--- src/design/cts_pkg.sv ---
// ----------------------------------------------------------------------------
// cts_pkg - cooperative task scheduler shared definitions
// Request/response payload types, the slot-chain token, status and op codes.
// ----------------------------------------------------------------------------
package cts_pkg;

  localparam int NUM_SLOTS_DEF = 8;
  localparam int MAX_OUT       = 8;   // results per dispatch pass
  localparam int CNT_W         = $clog2(MAX_OUT + 1);
  localparam int OUT_SLOT_W    = 7;
  localparam int SLOT_W        = 6;

  localparam logic [1:0] OP_ADD      = 2'd0;
  localparam logic [1:0] OP_DELETE   = 2'd1;
  localparam logic [1:0] OP_TICK     = 2'd2;
  localparam logic [1:0] OP_DISPATCH = 2'd3;

  localparam logic [2:0] ST_ADDED   = 3'd0;
  localparam logic [2:0] ST_FULL    = 3'd1;
  localparam logic [2:0] ST_DELETED = 3'd2;
  localparam logic [2:0] ST_BAD     = 3'd3;
  localparam logic [2:0] ST_TICKED  = 3'd4;
  localparam logic [2:0] ST_RUN     = 3'd5;
  localparam logic [2:0] ST_NONE    = 3'd6;

  localparam logic [OUT_SLOT_W-1:0] FULL_SLOT = 7'd64;

  typedef struct packed {
    logic [1:0]        op;
    logic [7:0]        task_tag;
    logic [15:0]       first_delay;
    logic [15:0]       repeat_period;
    logic [SLOT_W-1:0] slot;
  } req_t;

  typedef struct packed {
    logic [2:0]            status;
    logic [OUT_SLOT_W-1:0] out_slot;
    logic [7:0]            run_tag;
    logic                  last;
  } rsp_t;

  // token walking the slot chain
  typedef struct packed {
    logic             valid;
    logic             found;  // add: a free slot was already claimed
    logic [CNT_W-1:0] cnt;    // dispatch: results so far
  } tok_t;

  // per-cell report while the token sits at that cell
  typedef struct packed {
    logic       hit;
    logic [7:0] tag;
  } ev_t;

endpackage

--- src/design/cts_cell.sv ---
// ----------------------------------------------------------------------------
// cts_cell - one task slot of the scheduler chain
// Holds one slot's state, acts on the request when the token is at its input,
// and registers the token for the next cell.
// ----------------------------------------------------------------------------
module cts_cell #(
  parameter int IDX = 0
) (
  input  logic          clk,
  input  logic          rst,
  input  logic          step,
  input  cts_pkg::req_t cmd,
  input  cts_pkg::tok_t tok_i,
  output cts_pkg::tok_t tok_o,
  output cts_pkg::ev_t  ev
);

  logic        used,  used_next;
  logic [7:0]  tag,   tag_next;
  logic [15:0] cd,    cd_next;
  logic [15:0] per,   per_next;
  logic [7:0]  pend,  pend_next;
  cts_pkg::tok_t tok_next;
  logic add_hit, disp_hit;

  assign add_hit  = tok_i.valid && cmd.op == cts_pkg::OP_ADD && !tok_i.found && !used;
  assign disp_hit = tok_i.valid && cmd.op == cts_pkg::OP_DISPATCH && used &&
                    pend != 8'd0 && tok_i.cnt < cts_pkg::CNT_W'(cts_pkg::MAX_OUT);

  assign ev.hit = add_hit || disp_hit;
  assign ev.tag = tag;

  always_comb begin
    used_next = used;
    tag_next  = tag;
    cd_next   = cd;
    per_next  = per;
    pend_next = pend;
    tok_next  = tok_i;
    if (tok_i.valid) begin
      unique case (cmd.op)
        cts_pkg::OP_ADD: begin
          if (add_hit) begin
            used_next = 1'b1;
            tag_next  = cmd.task_tag;
            cd_next   = cmd.first_delay;
            per_next  = cmd.repeat_period;
            pend_next = 8'd0;
            tok_next.found = 1'b1;
          end
        end
        cts_pkg::OP_DELETE: begin
          if (cmd.slot == cts_pkg::SLOT_W'(IDX)) begin
            used_next = 1'b0;
            tag_next  = 8'd0;
            cd_next   = 16'd0;
            per_next  = 16'd0;
            pend_next = 8'd0;
          end
        end
        cts_pkg::OP_TICK: begin
          if (used) begin
            if (cd == 16'd0) begin
              if (pend != 8'hFF) pend_next = pend + 8'd1;
              if (per != 16'd0) cd_next = per - 16'd1;
            end else begin
              cd_next = cd - 16'd1;
            end
          end
        end
        cts_pkg::OP_DISPATCH: begin
          if (disp_hit) begin
            tok_next.cnt = tok_i.cnt + cts_pkg::CNT_W'(1);
            if (per == 16'd0) begin
              // one-shot task leaves the table
              used_next = 1'b0;
              tag_next  = 8'd0;
              cd_next   = 16'd0;
              pend_next = 8'd0;
            end else begin
              pend_next = pend - 8'd1;
            end
          end
        end
        default: ;
      endcase
    end
  end

  always_ff @(posedge clk) begin
    if (rst) begin
      used  <= 1'b0;
      tag   <= 8'd0;
      cd    <= 16'd0;
      per   <= 16'd0;
      pend  <= 8'd0;
      tok_o <= '0;
    end else if (step) begin
      used  <= used_next;
      tag   <= tag_next;
      cd    <= cd_next;
      per   <= per_next;
      pend  <= pend_next;
      tok_o <= tok_next;
    end
  end

endmodule

--- src/design/cooperative_task_scheduler.sv ---
// ----------------------------------------------------------------------------
// cooperative_task_scheduler - time-triggered cooperative task scheduler
// Task table as a row of slot cells; each request walks the row as a token.
// ----------------------------------------------------------------------------
//  channel | dir | handshake         | payload
//  --------+-----+-------------------+------------------------------------
//  req     | in  | req_valid/stall   | op, task_tag, first_delay, period, slot
//  rsp     | out | rsp_valid/stall   | status, out_slot, run_tag, last
//
//  A request's token visits one slot cell per cycle while the walk is not
//  stalled, and the closing response is registered once the token leaves
//  the last cell. req_stall drops with that response. Reset (rst,
//  synchronous) clears every slot and drops all handshake state. A stalled
//  rsp freezes the walk only when a dispatch result needs the output
//  register; other requests keep walking and wait at the end.
// ----------------------------------------------------------------------------
module cooperative_task_scheduler #(
  parameter int NUM_SLOTS = cts_pkg::NUM_SLOTS_DEF
) (
  input  logic          clk,
  input  logic          rst,
  input  logic          req_valid,
  output logic          req_stall,
  input  cts_pkg::req_t req,
  output logic          rsp_valid,
  input  logic          rsp_stall,
  output cts_pkg::rsp_t rsp
);

  // request in flight
  logic          busy;
  logic          start_v;
  cts_pkg::req_t cmd;
  logic [cts_pkg::OUT_SLOT_W-1:0] pos;       // cell holding the token
  logic [cts_pkg::OUT_SLOT_W-1:0] add_slot;

  // dispatch result held back until we know whether it is the final one
  logic                           hold_v;
  logic [cts_pkg::OUT_SLOT_W-1:0] hold_slot;
  logic [7:0]                     hold_tag;

  cts_pkg::tok_t tok [NUM_SLOTS+1];
  cts_pkg::ev_t  ev  [NUM_SLOTS];
  logic [NUM_SLOTS-1:0] tok_live;

  logic       hit_any;
  logic [7:0] hit_tag;
  logic       out_free, is_disp, disp_hit, at_end, step;
  cts_pkg::rsp_t fin_rsp;

  assign req_stall = busy;
  assign tok[0]    = '{valid: start_v, found: 1'b0, cnt: '0};

  genvar k;
  generate
    for (k = 0; k < NUM_SLOTS; k++) begin : g_cell
      cts_cell #(.IDX(k)) u_cell (
        .clk  (clk),
        .rst  (rst),
        .step (step),
        .cmd  (cmd),
        .tok_i(tok[k]),
        .tok_o(tok[k+1]),
        .ev   (ev[k])
      );
      assign tok_live[k] = tok[k+1].valid;
    end
  endgenerate

  // only the cell holding the token can report
  always_comb begin
    hit_any = 1'b0;
    hit_tag = 8'd0;
    for (int i = 0; i < NUM_SLOTS; i++) begin
      hit_any = hit_any | ev[i].hit;
      hit_tag = hit_tag | (ev[i].tag & {8{ev[i].hit}});
    end
  end

  assign out_free = !rsp_valid || !rsp_stall;
  assign is_disp  = cmd.op == cts_pkg::OP_DISPATCH;
  assign disp_hit = hit_any && is_disp;
  assign at_end   = tok[NUM_SLOTS].valid;
  // a dispatch hit with a held result pushes that result out
  assign step     = busy && (at_end ? out_free : !(disp_hit && hold_v && !out_free));

  // closing response of the request
  always_comb begin
    fin_rsp = '0;
    fin_rsp.last = 1'b1;
    unique case (cmd.op)
      cts_pkg::OP_ADD: begin
        if (tok[NUM_SLOTS].found) begin
          fin_rsp.status   = cts_pkg::ST_ADDED;
          fin_rsp.out_slot = add_slot;
        end else begin
          fin_rsp.status   = cts_pkg::ST_FULL;
          fin_rsp.out_slot = cts_pkg::FULL_SLOT;
        end
      end
      cts_pkg::OP_DELETE: begin
        fin_rsp.out_slot = {1'b0, cmd.slot};
        fin_rsp.status   = ({1'b0, cmd.slot} < cts_pkg::OUT_SLOT_W'(NUM_SLOTS)) ?
                           cts_pkg::ST_DELETED : cts_pkg::ST_BAD;
      end
      cts_pkg::OP_TICK: begin
        fin_rsp.status = cts_pkg::ST_TICKED;
      end
      cts_pkg::OP_DISPATCH: begin
        if (hold_v) begin
          fin_rsp.status   = cts_pkg::ST_RUN;
          fin_rsp.out_slot = hold_slot;
          fin_rsp.run_tag  = hold_tag;
        end else begin
          fin_rsp.status = cts_pkg::ST_NONE;
        end
      end
      default: ;
    endcase
  end

  always_ff @(posedge clk) begin
    if (rst) begin
      busy      <= 1'b0;
      start_v   <= 1'b0;
      rsp_valid <= 1'b0;
      hold_v    <= 1'b0;
      pos       <= '0;
    end else begin
      if (rsp_valid && !rsp_stall) rsp_valid <= 1'b0;
      if (req_valid && !busy) begin
        busy    <= 1'b1;
        start_v <= 1'b1;
        cmd     <= req;
        pos     <= '0;
      end
      if (step) begin
        start_v <= 1'b0;
        pos     <= pos + cts_pkg::OUT_SLOT_W'(1);
        if (disp_hit) begin
          if (hold_v) begin
            rsp       <= '{status: cts_pkg::ST_RUN, out_slot: hold_slot,
                           run_tag: hold_tag, last: 1'b0};
            rsp_valid <= 1'b1;
          end
          hold_v    <= 1'b1;
          hold_slot <= pos;
          hold_tag  <= hit_tag;
        end
        if (hit_any && !is_disp) add_slot <= pos;
        if (at_end) begin
          rsp       <= fin_rsp;
          rsp_valid <= 1'b1;
          hold_v    <= 1'b0;
          busy      <= 1'b0;
        end
      end
    end
  end

  // single token in the chain
  a_one_token: assert property (@(posedge clk) disable iff (rst)
    ($countones(tok_live) + 32'(start_v)) <= 1)
    else $error("more than one token in slot chain");

  // held result only during a dispatch walk
  a_hold_disp: assert property (@(posedge clk) disable iff (rst)
    hold_v |-> (busy && is_disp))
    else $error("held result outside dispatch");

  // token position tracks the walk counter
  a_pos: assert property (@(posedge clk) disable iff (rst)
    at_end |-> (pos == cts_pkg::OUT_SLOT_W'(NUM_SLOTS)))
    else $error("walk counter out of step with token");

  // no walk activity while idle
  a_idle: assert property (@(posedge clk) disable iff (rst)
    !busy |-> (!start_v && tok_live == '0))
    else $error("token alive while idle");

endmodule
--- config.mk ---
export PLATFORM = sky130hd
export DESIGN_NAME = cooperative_task_scheduler
export DESIGN_NICKNAME = d
export VERILOG_FILES = /design/src/design/cts_pkg.sv /design/src/design/cts_cell.sv /design/src/design/cooperative_task_scheduler.sv
export SDC_FILE = /design/constraint.sdc
export NUM_CORES = 1
export LEC_CHECK = 0
export ABC_AREA = 1
export BUFFER_PORTS_ARGS = -buffer_cell sky130_fd_sc_hd__buf_2
export CORE_MARGIN = 2
export CORE_UTILIZATION = 40
export DETAILED_ROUTE_END_ITERATION = 8
export GPL_TIMING_DRIVEN = 0
export HOLD_SLACK_MARGIN = 0.12
export SLEW_MARGIN = 25
export SYNTH_ARGS = -nofsm -noshare
export SYNTH_HDL_FRONTEND = slang
export SYNTH_HIERARCHICAL = 1
export SYNTH_SLANG_ARGS = --single-unit
--- constraint.sdc ---
create_clock -name clk -period 11.7 [get_ports clk]
set_clock_uncertainty 0.15 [all_clocks]
set_input_delay 1.755 -clock clk [delete_from_list [all_inputs] [get_ports clk]]
set_output_delay 1.755 -clock clk [all_outputs]
set_load 0.005 [all_outputs]
==> results.toml <==
[floorplanning]
rows = 102
start_util_pct = 40.3
fp.coreArea_um2 = 77200
die_h_um = 283
pin_count = 73
die-area_um2 = 80000
fp.dieW_um = 283

[hold_path]
worstHoldPathType = "flop to flop"
hold_start = "g_cell[5].u_cell/tag[7]"

[finish]
antennaDiodeCount = 0
finalNetCount = 4978
layout-drive-gt1-share_pct = 9.11
synthToLayoutAreaGrowth_pct = 13.3

[cts]
path_clk_slew_ns = 0.06
cts.repair.resized = 0
clockBufferDepth = 3
worstSkewPairLatency_ns = 0.62
postCtsSetupBuffers = 0
cts_htree_levels = 3
cts_sinks = 533
cts_buffers = 67
cts_root_buf = "clkbuf_16"
cts_tree = "done"
hold_buffers = 0

[worst_setup_path]
worst-endpoint-arrival_ns = 4.99
startpoint_type = "flop"
slowest_delay_ns = 0.76
reg2reg_from = "cmd[46]"
path_class = "flop to flop"
crit_fanout = 52
reg2reg_setup_slack_ns = 7.02
crit_start = "cmd[46]"
slowest_stage = "edfxtp_1"
critPathTopFamily = "buffers and inverters"
critPathBufInv = 7
crit_top_cell = "nand2_1"
path_cells = "buf_8 > buf_8 > nor2_2 > nand3_1 > nor2_1 > inv_1 > nand2_1 > buf_2 > nor2_1 > nand2_1 > o21ai_2 > nand2_2 > nand2_4 > nand2_8 > inv_6 > clkbuf_1 > nand2_1 > a21oi_2 > nand2_1 > clkbuf_1 > nand2_1 > a21oi_1"
cp.required_ns = 12.01
crit_path_end_kind = "flop"

[power]
p_per_area_nw_per_um2 = 121
irDropWorstVdd_mv = 0.119
total_power_mw = 4.26
power_leakage_nw = 15.9

[flow_run]
max-cap-violations = 0

[synthesis]
ys_warn_count = 6
syn_area_um2 = 31100
syn_inst = 4723
postSynthAreaPerCell_um2 = 6.58

[sta]
setup_viol = 0
min_period_ns = 4.68
final_hold_viol_count = 0
worst-slew-pin-transition_ns = 1.20
slew_viol_final = 0
setup_tns_ns = 0
max_freq_mhz = 214
slew_headroom_pct = 19.8
rsz0062_at_grt = "false"
fin_crit_sh_pct = 40.0

[routing]
ant_nets = 0
vias = 30600
wl_per_cell_um = 17.0
drt_iter0_markers = 2494
firstDrtPassIters = 6
vias_per_cell = 5.12
drc = 0
routed_wl_um = 102000

[placed_design]
port-buffer-count = 72
place_congestion = 0.884
hpwl_um = 71200

[global_route]
antenna_found_initial = 2
grt_max_degree = 53
grt_pass1_vias = 27900
grt_pass1_wl_um = 157000
globalRouteTotalUtil_pct = 25.2
overflow = 0

[outcome]
status = "finished clean"
## registers in the layout, summed over array words and instances (netlist names), 8 cells and up
register	count
rsp	19
g_cell.u_cell/tag	64
g_cell.u_cell/pend	64
g_cell.u_cell/used	8
cmd	48
g_cell.u_cell/cd	128
g_cell.u_cell/tok_o	41
hold_tag	8
g_cell.u_cell/per	128
## worst register-to-register path, stage by stage (launching register included)
cell      delay, ns
edfxtp_1       0.76
buf_8          0.24
buf_8          0.20
nor2_2         0.13
nand3_1        0.11
nor2_1         0.06
inv_1          0.09
nand2_1        0.07
buf_2          0.19
nor2_1         0.10
nand2_1        0.14
o21ai_2        0.17
nand2_2        0.09
nand2_4        0.13
nand2_8        0.10
inv_6          0.34
clkbuf_1       0.26
nand2_1        0.15
a21oi_2        0.31
nand2_1        0.26
clkbuf_1       0.29
nand2_1        0.12
a21oi_1        0.06
## metrics by stage
step | cells | setup slack (ns) | utilization [%] | hold slack [ns] | instance area, um2
after floorplan | 4734 | 7.07 | - | 0.291 | 31100
after global placement | 5846 | 4.89 | 42.5 | 0.298 | 32800
after detailed placement | 5857 | 7.07 | 42.8 | 0.302 | 33000
after CTS | 5981 | 7.03 | 45.6 | 0.310 | 35200
after global routing | 5982 | 6.59 | 45.6 | 0.323 | 35200
final | 5982 | 7.02 | 45.6 | 0.310 | 35200
## layout by cell type (no fill, tap or decap), drive strengths merged, types with 6 or more instances in the layout
cell type,n
o31ai,22
nor2,789
nand2,1209
a31oi,9
inv,600
or2,18
dfxtp,444
clkinv,22
nand3b,7
ha,39
nand4,44
xnor2,22
o21ai,194
a21oi,443
nor4,16
a32o,6
and2,8
clkbuf,174
o22ai,20
nor3,37
a22o,13
buf,160
a221oi,9
xor2,33
edfxtp,89
o211ai,7
o32ai,8
a211oi,7
conb,12
nand3,469
## power breakdown
| group | total [mW] | switching, mW | internal (mW) |
|---|---|---|---|
| logic | 0.263 | 0.182 | 0.0811 |
| registers | 1.93 | 0.0533 | 1.88 |
| clock network | 2.06 | 0.844 | 1.21 |
## final cells by class
| type | instances | area [um2] |
|---|---|---|
| plain buffers | 151 | 836 |
| clock buffers | 99 | 1960 |
| clock inverters | 25 | 224 |
| fillers | 7983 | 42000 |
| inverters | 601 | 2260 |
| multi-input cells | 3449 | 16500 |
| flip-flops and latches | 533 | 11600 |
| well taps | 1040 | 1300 |
| repair buffers | 84 | 583 |
## per-layer routing
layer / wire length (um) / global-route usage [%]
met5: 0 / 0
met4: 3370 / 9.62
met3: 6490 / 3.08
met2: 45400 / 41.3
met1: 46200 / 34.0
## final timing paths
| kind | to | depth (start not counted) |
|---|---|---|
| worst min-delay path | g_cell[5].u_cell/tag[7] | 2 |
| worst min register to register | g_cell[5].u_cell/tag[7] | 2 |
| worst max-delay path | g_cell[6].u_cell/per[14] | 22 |
| worst max register to register | g_cell[6].u_cell/per[14] | 22 |
(Power assumes the default switching activity.)
